## config.mk

```make
export PLATFORM = sky130hd
export DESIGN_NAME = lrud_entry
export DESIGN_NICKNAME = d
export VERILOG_FILES = /design/src/hw/rtl/lrud_pkg.sv /design/src/hw/rtl/lrud_entry.sv
export SDC_FILE = /design/constraint.sdc
export NUM_CORES = 1
export LEC_CHECK = 0
export BUFFER_PORTS_ARGS = -buffer_cell sky130_fd_sc_hd__buf_2
export CORE_MARGIN = 5
export CORE_UTILIZATION = 50
export DETAILED_ROUTE_END_ITERATION = 12
export GPL_ROUTABILITY_DRIVEN = 0
export HOLD_SLACK_MARGIN = 0.15
export PLACE_DENSITY = 0.91
export SETUP_SLACK_MARGIN = 0.05
export SLEW_MARGIN = 5
export SYNTH_ARGS = -nofsm -noshare
export SYNTH_HDL_FRONTEND = slang
export SYNTH_SLANG_ARGS = --single-unit
```

## constraint.sdc

```tcl
create_clock -name clk -period 6 [get_ports clk]
set_clock_uncertainty 0.1 [all_clocks]
set_input_delay 0.6 -clock clk [delete_from_list [all_inputs] [get_ports clk]]
set_output_delay 0.6 -clock clk [all_outputs]
set_load 0.01 [all_outputs]
```

## src/hw/rtl/lrud_pkg.sv

```systemverilog
// ----------------------------------------------------------------------------
// lrud_pkg
// Shared types and command codes for the LRU tile cache directory.
// ----------------------------------------------------------------------------
`default_nettype none

package lrud_pkg;

  localparam int CmdW   = 3;
  localparam int ZoomW  = 5;
  localparam int CoordW = 24;
  localparam int SlotW  = 6;
  localparam int LimW   = 7;

  localparam logic [CmdW-1:0] CMD_LOOKUP = 3'd0;
  localparam logic [CmdW-1:0] CMD_INSERT = 3'd1;
  localparam logic [CmdW-1:0] CMD_PROBE  = 3'd2;
  localparam logic [CmdW-1:0] CMD_REMOVE = 3'd3;
  localparam logic [CmdW-1:0] CMD_CLEAR  = 3'd4;

  localparam logic [LimW-1:0] LIMIT_RESET = 7'd64;

  // broadcast age update control, same for every entry
  typedef struct packed {
    logic clear;
    logic inc_below;
    logic inc_all;
    logic dec_above;
  } lrud_ctl_t;

endpackage

`default_nettype wire

```

## src/hw/rtl/lrud_entry.sv

```systemverilog
// ----------------------------------------------------------------------------
// lrud_entry
// One directory entry: valid bit, tile key, recency age and key match.
// ----------------------------------------------------------------------------
`default_nettype none

module lrud_entry import lrud_pkg::*; #(
  parameter int KeyBits = 24,
  parameter int AgeBits = 6
) (
  input  wire logic               clk,
  input  wire logic               rst,
  input  wire lrud_ctl_t          ctl,
  input  wire logic [AgeBits-1:0] ref_age,
  input  wire logic               wr,
  input  wire logic               kill,
  input  wire logic               touched,
  input  wire logic [ZoomW-1:0]   in_z,
  input  wire logic [KeyBits-1:0] in_x,
  input  wire logic [KeyBits-1:0] in_y,
  output logic                    valid,
  output logic                    match,
  output logic [AgeBits-1:0]      age,
  output logic [ZoomW-1:0]        key_z,
  output logic [KeyBits-1:0]      key_x,
  output logic [KeyBits-1:0]      key_y
);

  assign match = valid && (key_z == in_z) && (key_x == in_x) && (key_y == in_y);

  always_ff @(posedge clk) begin
    if (rst) begin
      valid <= 1'b0;
    end else if (ctl.clear) begin
      valid <= 1'b0;
    end else if (wr) begin
      valid <= 1'b1;
    end else if (kill) begin
      valid <= 1'b0;
    end
  end

  always_ff @(posedge clk) begin
    if (wr) begin
      key_z <= in_z;
      key_x <= in_x;
      key_y <= in_y;
    end
  end

  always_ff @(posedge clk) begin
    if (wr || touched) begin
      age <= '0;
    end else if (valid) begin
      if (ctl.inc_all || (ctl.inc_below && (age < ref_age))) begin
        age <= age + 1'b1;
      end else if (ctl.dec_above && (age > ref_age)) begin
        age <= age - 1'b1;
      end
    end
  end

endmodule

`default_nettype wire

```

==> Yosys cells after proc, flatten, opt, wreduce, memory -nomap -nowiden <==
Cells that the tools add are included.
{ "totals": {"register_bits": 60, "output_inout_bits": 61} }
{ "op_classes": {"addsub": 2, "magnitude_cmp": 2, "n_eq_ne": 3, "mux": 4, "reduce_logical": 11} }
{ "op_table": {"columns": ["op", "count"], "rows": [
  ["$eq A24 B24 Y1", 2],
  ["$mux W6", 2],
  ["$add A6 B1 Y6 const B", 1],
  ["$gt A6 B6 Y1", 1],
  ["$lt A6 B6 Y1", 1],
  ["$sub A6 B1 Y6 const B", 1],
  ["$eq A5 B5 Y1", 1],
  ["$logic_and A1 B1 Y1", 5],
  ["$reduce_bool A2 Y1", 2],
  ["$logic_or A1 B1 Y1", 2],
  ["$mux W1", 2],
  ["$reduce_and A2 Y1", 1],
  ["$reduce_or A2 Y1", 1]
]} }

==> Logic depth before layout (Yosys ltp) <==
Gate-level depths: netlist (run 1).
{ "depth": {"ltp_word": 5, "mapped_depth": 12, "ltp_nobuf": 12} }

==> Least setup slack after synthesis (run 1) <==
Ideal clock, no wire load.
{ "synth_timing": {"path_kind": "input to register", "start": "in ref_age[1]", "end": "reg age[5]", "setup_ns": 0.072, "arrival_ns": 2.621, "setup_slack_ns": 3.207, "path_stages": 12, "path_buffers": 0, "path_cell_list": "inv_1 > ha_1 > nor2b_1 > o21bai_4 > a41o_4 > inv_2 > ha_1 > a211oi_1 > o21ai_0 > nand3_1 > a2bb2oi_1 > mux2i_1"} }
{ "synth_between": {"elab_chain_cells": 5, "word_cells_on_any_way": 8, "classes_between": "order compare: 2; mux: 1; reduce/logical: 5"} }
{ "synth_rtl": {"columns": ["element", "line", "source"], "rows": [
  ["from (decl)", "lrud_entry.sv:14", "input wire logic [AgeBits-1:0] ref_age,"],
  ["$lt A6 B6 Y1", "lrud_entry.sv:55", "if (ctl.inc_all || (ctl.inc_below && (age < ref_age))) begin"],
  ["$logic_and A1 B1 Y1", "lrud_entry.sv:55", null],
  ["$logic_or A1 B1 Y1", "lrud_entry.sv:55", null],
  ["$reduce_bool A2 Y1 (no source line)", null, null],
  ["$reduce_and A2 Y1 (no source line)", null, null],
  ["to (signal assigned)", "lrud_entry.sv:56", "age <= age + 1'b1;"],
  ["to (signal assigned)", "lrud_entry.sv:58", "age <= age - 1'b1;"],
  ["to (decl)", "lrud_entry.sv:23", "output logic [AgeBits-1:0] age,"]
]} }
Several ways; a longest one is shown, not always the timed one.
A chain may end at the register's enable or synchronous reset.

==> Worst setup path in the final report (run 1) <==
{ "layout_timing": {"start": "reg age[1]", "end": "reg age[5]"} }
{ "layout_between": {"elab_chain_cells": 5, "word_cells_on_any_way": 11, "classes_between": "add/sub: 2; order compare: 2; mux: 2; reduce/logical: 5"} }
{ "layout_rtl": {"columns": ["element", "line"], "rows": [
  ["$lt A6 B6 Y1", "lrud_entry.sv:55"],
  ["$logic_and A1 B1 Y1", "lrud_entry.sv:55"],
  ["$logic_or A1 B1 Y1", "lrud_entry.sv:55"],
  ["$reduce_bool A2 Y1 (no source line)", null],
  ["$reduce_and A2 Y1 (no source line)", null]
]} }
Several ways; a longest one is shown, not always the timed one. The select of a mux whose other input is x is not followed.

==> flow_summary.json, run 1 <==
{
  "synth_edf_count": 53,
  "numPortBuffers": 128,
  "vias": 2160,
  "clock_sinks": 60,
  "clock_power_share_pct": 32.3,
  "cts_setup_buffers": 0,
  "die-width_um": 85.5,
  "synth_common_cells": "edfxtp_1 (53), xor2_1 (44), inv_1 (16), nor4_1 (11), ha_1 (10)",
  "syn_to_final_growth_pct": 31.8,
  "synth_top_area_share_pct": 55.9,
  "yosysMostFrequentCell": "edfxtp_1",
  "first_pass_iters": 4,
  "grt_pass1_vias": 2250,
  "drive_gt1_share_pct": 42.6,
  "internal-power_uw": 699,
  "status": "finished clean",
  "switching_share_pct": 26.6,
  "fin_setup_tns_ps": 0,
  "seq_area_frac_synth_pct": 60.8,
  "tightest_slew_ps": 691,
  "place_hpwl_um": 5580,
  "r2r-end": "age[5]",
  "grt_overflow_total": 0,
  "synthArstFlopShare_pct": 0,
  "rsz0062_at_grt": "false",
  "cp_max_fo": 5,
  "fp.dieH_um": 85.5,
  "rr_worst_depth": 11,
  "antenna_found_initial": 0,
  "slew_violations": 0,
  "synth-main-ff-cell": "edfxtp_1",
  "diodes": 0,
  "wl_per_cell_um": 16.5,
  "synth.net_count": 286,
  "cap_violations": 0,
  "cts_made_buffers": 9,
  "grt_usage_pct": 19.4,
  "max_freq_mhz": 357,
  "synth_largest_area_cell": "edfxtp_1",
  "routed_wl_um": 6990,
  "ant_nets": 0,
  "syn-instance-count": 207,
  "path_clk_slew_ps": 70,
  "p_seq_share_pct": 53.4,
  "io_pins": 129,
  "required_ps": 6160,
  "slew_headroom_pct": 53.9,
  "reg2reg_from": "age[1]",
  "nets": 426,
  "drc_errors": 0,
  "ctsHoldBuffers": 0,
  "netlist_area_um2": 2850,
  "placementRows": 27,
  "cts_tree": "built",
  "reg2reg_slack_ps": 3200,
  "dieArea_um2": 7300,
  "yosys_register_bits": 60,
  "synthTopCellsByArea": "edfxtp_1 (56%), xor2_1 (14%), dfxtp_1 (4.9%)",
  "synth_area_per_cell_um2": 13.8,
  "hp-class": "primary input to flop",
  "setup_violations": 0,
  "hp-start": "ctl[3]",
  "grt_pass1_wl_um": 10900,
  "root_buffer": "clkbuf_8",
  "core-area_um2": 5510,
  "start_util_pct": 51.7,
  "period_share_pct": 46.6,
  "via_per_inst": 5.09,
  "cp-startpoint": "age[1]",
  "crit_type": "flop to flop",
  "hold_viol": 0,
  "holdWs_ps": 330,
  "ir_drop_mv": 0.150,
  "drtIter0Drc": 69,
  "h-tree-depth": 3,
  "synth_cell_types": 40,
  "p_leak_uw": 0.00172,
  "cts_resized": 0,
  "pwr-share-comb_pct": 14.3,
  "layout_min_cycle_time_ps": 2800,
  "critPathCapture": "age[5]",
  "insertion_delay_ps": 320,
  "grt_max_degree": 58,
  "end_kind": "flop",
  "cp.arrival_ps": 2960,
  "critPathLaunchType": "flop",
  "cts.path.max_buffers": 2,
  "p_per_area_nw_per_um2": 254,
  "yosysWarningCount": 0,
  "power.switching_uw": 254
}
-- power groups by stage --
| stage | registers [uW] | logic [uW] | clock network [uW] |
|---|---|---|---|
| after floorplan | 531 | 45.4 | 0 |
| after global placement | 515 | 133 | 0 |
| after detailed placement | 518 | 138 | 0 |
| after CTS | 509 | 139 | 313 |
| after global routing | 512 | 150 | 341 |
| final | 508 | 137 | 307 |
-- layout by cell type (no fill, tap or decap), types with 2 or more instances in the layout --
master     netlist  final
o2bb2ai_1        2      2
nand4_1          5      5
nor3_1           3      3
edfxtp_1        53     53
mux2i_1          5      5
nor2_1           3      3
o211ai_1         2      2
dfxtp_1          7      7
o22ai_1          2      2
o21ai_0          6      6
buf_2            0    128
a21oi_1          3      3
clkinv_4         0      2
clkbuf_8         0      9
xnor2_1          2      2
clkinv_2         0      3
ha_1            10     10
nand3_1          2      2
xor2_1          44     44
nand2_1          7      7
inv_1           16     16
nor2b_1          2      2
nor4_1          11     11
a21o_1           2      2
-- worst max-delay path, stage by stage, from the launching register on --
cell       delay, ps
dfxtp_1          450
ha_1             280
nor2b_1          160
o21bai_4         130
a41o_4           270
inv_2             70
ha_1             310
a211oi_1         290
o21ai_0          170
nand3_1          110
a2bb2oi_1        200
mux2i_1          190
-- cells by family (layout without fill, tap and decap cells) --
family	Yosys count	in the layout	share of synthesized area [%]
AO/OA/AOI/OAI	30	30	8.53
XOR/XNOR	46	46	14.2
adder cells (fa/ha/maj)	11	11	5.10
buffers and inverters	17	162	2.24
flip-flops	60	60	60.8
multiplexers	5	5	1.76
AND/OR/NAND/NOR	38	38	7.39
-- final cells by class --
type	instances	area, um2
repair buffers	129	648
clock buffers	9	124
inverters	17	63.8
flip-flops and latches	60	1730
fillers	438	1750
multi-input cells	130	1050
clock inverters	7	43.8
well taps	72	90.1
-- metal layers --
layer | routed length, um | vias up | share of wire (%) | GRT usage (%)
met3 | 440 | 18 | 6.3 | 4.37
met2 | 3820 | 76 | 55 | 35.4
met5 | 0 | - | 0 | 0
met4 | 159 | 0 | 2.3 | 9.93
met1 | 2570 | 1009 | 37 | 20.9
li1 | - | 1057 | - | -
-- metrics by stage --
step / setup WS (ps) / cells / cell area, um2 / util, % / power, uW
after CTS: 3190 / 424 / 3750 / 68.1 / 960
after global routing: 3010 / 424 / 3750 / 68.1 / 1000
final: 3200 / 424 / 3750 / 68.1 / 952
after detailed placement: 2910 / 408 / 3580 / 65.1 / 655
after floorplan: 3210 / 207 / 2850 / - / 577
after global placement: 3040 / 408 / 3580 / 65.1 / 648
-- registers in the layout, indices dropped and copies added (netlist names) --
register / flops
age: 6
key_x: 24
key_y: 24
key_z: 5
valid: 1
-- worst min-delay path by stage --
stage                        end  slack [ps]  cells past startpoint
after detailed placement  age[5]         410                      2
after floorplan           age[5]         410                      2
after CTS                  valid         320                      2
final                      valid         330                      2
after global routing       valid         310                      2
after global placement    age[0]         400                      2
Power figures use the tool's default switching activity.
==> run 2, diff against run 1 <==
CORE_UTILIZATION = 42   (was 50)
PLACE_DENSITY = 0.83   (was 0.91)
clock period = 2.25 ns   (was 6 ns; I/O delays follow)
==> run 2 against run 1 <==
Against the previous run:
- sequential share of layout area is 9.1 points lower
- wire length increased by 22%
- global-route usage rose by 0.55 points
- the run now ends with setup timing left
- hold slack got worse by 190 ps
- clock-buffer cell count is the same
- flip-flop and latch count unchanged
==> flow_summary.json, run 2 (synthesis gave the netlist of run 1 again) <==
{
  "diodes": 0,
  "layout_min_cycle_time_ps": 2420,
  "hold_viol": 0,
  "layout.cells.most_common": "buf_2",
  "cp.arrival_ps": 2580,
  "placementRows": 30,
  "grt_pass1_wl_um": 13300,
  "period_share_pct": 107,
  "slew_violations": 0,
  "first_pass_iters": 4,
  "vias": 2508,
  "clock_sinks": 60,
  "post-route-util_pct": 70.7,
  "whs_path_depth": 1,
  "final_cell_mix": "buf_2 (122), dlygate4sd3_1 (55), edfxtp_1 (53)",
  "end_kind": "flop",
  "cap_violations": 0,
  "hp-class": "primary input to flop",
  "p_leak_uw": 0.00209,
  "antenna_found_initial": 0,
  "rr_worst_depth": 11,
  "fp.dieH_um": 92.3,
  "syn_to_final_growth_pct": 66.0,
  "grt_usage_pct": 20.0,
  "insertion_delay_ps": 330,
  "grt_overflow_total": 0,
  "place_hpwl_um": 6120,
  "tightest_slew_ps": 569,
  "h-tree-depth": 3,
  "drive_gt1_share_pct": 47.0,
  "path_clk_slew_ps": 70,
  "numPortBuffers": 128,
  "ant_nets": 0,
  "critPathLaunchType": "flop",
  "cts_tree": "built",
  "grt_pass1_vias": 2772,
  "violations": "setup timing",
  "drtIter0Drc": 95,
  "max_freq_mhz": 413,
  "fin_ws_ps": -169,
  "status": "finished, violations left",
  "die-width_um": 92.3,
  "cts_made_buffers": 9,
  "drc_errors": 0,
  "cts.path.max_buffers": 2,
  "nets": 498,
  "largestRegisters": "key_x x24, key_y x24, age x6",
  "post-route-cell-area_um2": 4730,
  "slew_headroom_pct": 62.0,
  "wl_per_cell_um": 16.9,
  "placed_cell_area_um2": 3880,
  "grt_max_degree": 29,
  "rsz0062_at_grt": "true",
  "via_per_inst": 4.99,
  "io_pins": 129,
  "core-area_um2": 6680,
  "pre_cts_slack_ps": -188,
  "root_buffer": "clkbuf_8",
  "start_util_pct": 42.6,
  "cp_max_fo": 5,
  "p_per_area_nw_per_um2": 588,
  "dieArea_um2": 8520,
  "holdWs_ps": 139,
  "crit_type": "flop to flop",
  "required_ps": 2410,
  "setup_violations": 3,
  "routed_wl_um": 8520,
  "ir_drop_mv": 0.298
}
-- run 2: timing repair --
action	4_1_cts	5_1_grt
endpoints found under the setup margin	5	6
setup buffers	2	3
hold buffers	56	1
gates resized for setup	8	16
endpoints found under the hold margin	56	1
pin swaps	5	15
-- run 2: where the power goes --
group	switching (uW)	internal, uW
clock network	422	496
registers	53.2	1300
logic	247	261
total	721	2060
-- run 2: through the flow --
stage | power [uW] | setup TNS [ps] | std cells
after floorplan | 1550 | -51.0 | 207
after global placement | 1760 | -250 | 433
after detailed placement | 1780 | -570 | 433
after CTS | 2780 | -543 | 506
after global routing | 2890 | -812 | 503
final | 2780 | -397 | 503
-- run 2: worst max-delay path, cell delays in order, from the launching register on --
cell       delay [ps]
dfxtp_4           360
ha_4              260
nand4_1           140
o21bai_4          210
a41o_4            240
inv_8              80
ha_4              200
a211oi_4          230
o21ai_2           110
nand3_2            90
a2bb2oi_2         140
mux2i_1           180
-- run 2: final cells by class --
cell class | instances | area (um2)
Multi-Input combinational cell | 130 | 1270
Fill cell | 487 | 1960
Tap cell | 80 | 100
Clock inverter | 6 | 56.3
Inverter | 17 | 71.3
Timing Repair Buffer | 201 | 1360
Sequential cell | 60 | 1750
Clock buffer | 9 | 124
-- run 2: path summary, 6_finish.rpt --
path | startpoint | endpoint | slack [ps]
worst max-delay path | age[4] | age[5] | -170
worst min-delay path | in_z[4] | key_z[4] | 140
worst max register to register | age[4] | age[5] | -170
worst min register to register | age[0] | age[0] | 500
-- run 2: metal layers --
layer	GRT usage, %	wire [um]
met1	21.4	3210
met2	37.9	4730
met3	3.49	401
met4	8.91	178
met5	0	0
==> run 3, diff against run 2 <==
CORE_UTILIZATION = 28   (was 42)
MAX_ROUTING_LAYER = met4   (was default)
PLACE_DENSITY = 0.61   (was 0.83)
==> run 3 against run 2 <==
Against the previous run:
- the flow still finishes with violations (setup timing)
- first-iteration DRC count grew 4.2%
- global-route usage shrank 6.0 points
- utilization shrank 22 points
- maximum frequency grew 2.1%
- clock power grew 4.9%
- die area grew 44%
- register-to-register slack gained 50 ps
- power grew 1.3%
==> flow_summary.json, run 3 (synthesis gave the netlist of run 1 again) <==
{
  "slowest_delay_ps": 360,
  "cts_made_buffers": 9,
  "num-fill-cells": 893,
  "setup_violations": 3,
  "diodes": 0,
  "layout.cells.most_common": "buf_2",
  "grt_overflow_total": 0,
  "drive_gt1_share_pct": 46.7,
  "die-width_um": 111,
  "ant_nets": 0,
  "hp-class": "primary input to flop",
  "hold_viol": 0,
  "largestRegisters": "key_x x24, key_y x24, age x6",
  "wl_per_cell_um": 15.0,
  "stdcell_count": 557,
  "clock_power_share_pct": 34.2,
  "max_freq_mhz": 422,
  "placementRows": 36,
  "crit_chain": "ha_4 -> nand4_1 -> o21bai_4 -> a41o_4 -> inv_6 -> ha_4 -> a211oi_4 -> o21ai_2 -> nand3_2 -> a2bb2oi_2 -> mux2i_1",
  "power_uw": 2810,
  "fp.dieH_um": 111,
  "antenna_found_initial": 0,
  "cp.arrival_ps": 2520,
  "cap_violations": 0,
  "end_kind": "flop",
  "grt_pass1_wl_um": 13500,
  "start_util_pct": 28.9,
  "clock_sinks": 60,
  "path_clk_slew_ps": 70,
  "h-tree-depth": 3,
  "vias": 2439,
  "drc_errors": 0,
  "first_pass_iters": 4,
  "core-area_um2": 9860,
  "cts_tree": "built",
  "drtIter0Drc": 99,
  "ir_drop_mv": 0.328,
  "cts.path.max_buffers": 2,
  "io_pins": 129,
  "root_buffer": "clkbuf_8",
  "switching_share_pct": 26.4,
  "post-route-util_pct": 48.5,
  "status": "finished, violations left",
  "crit_type": "flop to flop",
  "rsz0062_at_grt": "true",
  "fin_ws_ps": -120,
  "dieArea_um2": 12300,
  "p_leak_uw": 0.00206,
  "power.switching_uw": 743,
  "grt_use_met2_pct": 23.9,
  "multi_input_area_um2": 1260,
  "cp_max_fo": 5,
  "cpMostUsedCell": "ha_4",
  "critPathLaunchType": "flop",
  "final_cell_mix": "buf_2 (128), dlygate4sd3_1 (56), edfxtp_1 (53)",
  "grt_busiest_layer": "met2",
  "grt_pass1_vias": 2653,
  "dp.cells": 484,
  "slowest_stage": "dfxtp_4",
  "numPortBuffers": 128,
  "tightest_slew_ps": 544,
  "violations": "setup timing",
  "grt_max_degree": 57,
  "grt_usage_pct": 14.0,
  "routed_wl_um": 8360,
  "place_hpwl_um": 6040,
  "internal-power_uw": 2070,
  "slew_violations": 0,
  "via_per_inst": 4.38,
  "pwr-share-comb_pct": 17.8,
  "p_seq_share_pct": 48.0,
  "slew_headroom_pct": 63.6,
  "insertion_delay_ps": 320,
  "p_per_area_nw_per_um2": 589,
  "nets": 498,
  "required_ps": 2400,
  "grtUsageMet1_pct": 15.9,
  "fin_setup_tns_ps": -204,
  "syn_to_final_growth_pct": 68.0,
  "use_met3_pct": 3.00,
  "layout_min_cycle_time_ps": 2370,
  "seq_area_um2": 1750,
  "period_share_pct": 105
}
==> run 3: final cells by class <==
cell class                 instances  share of cell area, %
timing repair buffer             201                   28.1
inverter                          17                   1.44
clock buffer                      10                   2.67
tap                              133                   3.48
clock inverter                     6                   1.36
sequential                        60                   36.5
multi-input combinational        130                   26.5
==> run 3: timing repair <==
item                                    4_1_cts  5_1_grt
gates resized for setup                      12        4
setup buffers                                 0        1
hold endpoints to repair                     55        0
endpoints found under the setup margin        5        6
pin swaps                                     7        4
hold buffers                                 56        0
==> run 3: stage by stage <==
step / area, um2 / worst slack [ps] / hold slack (ps)
6_report: 4780 / -120 / 279
5_1_grt: 4780 / -270 / 321
4_1_cts: 4740 / -136 / 287
3_5_place_dp: 3940 / -165 / 294
3_3_place_gp: 3940 / -116 / 293
2_1_floorplan: 3000 / -44.6 / 202
==> run 3: path summary, 6_finish.rpt <==
check,from,endpoint,slack [ps],depth (start not counted)
setup / recovery,age[3],age[5],-120,11
hold / removal,wr,age[4],280,4
setup reg to reg,age[3],age[5],-120,11
hold reg to reg,age[0],age[0],520,3
==> run 3: routing by layer <==
| layer | wire length (um) | share of wire, % |
|---|---|---|
| met5 | 0 | 0 |
| met1 | 3460 | 41 |
| met2 | 4290 | 51 |
| met3 | 385 | 4.6 |
| met4 | 225 | 2.7 |
==> run 3: power groups by stage <==
stage | clock network [uW] | logic [uW] | registers [uW]
after floorplan | 0 | 137 | 1410
after global placement | 0 | 399 | 1370
after detailed placement | 0 | 405 | 1370
after CTS | 995 | 493 | 1350
after global routing | 1060 | 544 | 1360
final | 962 | 500 | 1350
==> run 3: worst max-delay path: cells and delay by family, from the launching register on <==
kind                       cells  cell delay [ps]
buffers and inverters          1               90
muxes                          1              180
AOI/OAI and AO/OA              5              900
adders and majority gates      2              470
DFF                            1              360
and+or+nand+nor                2              180
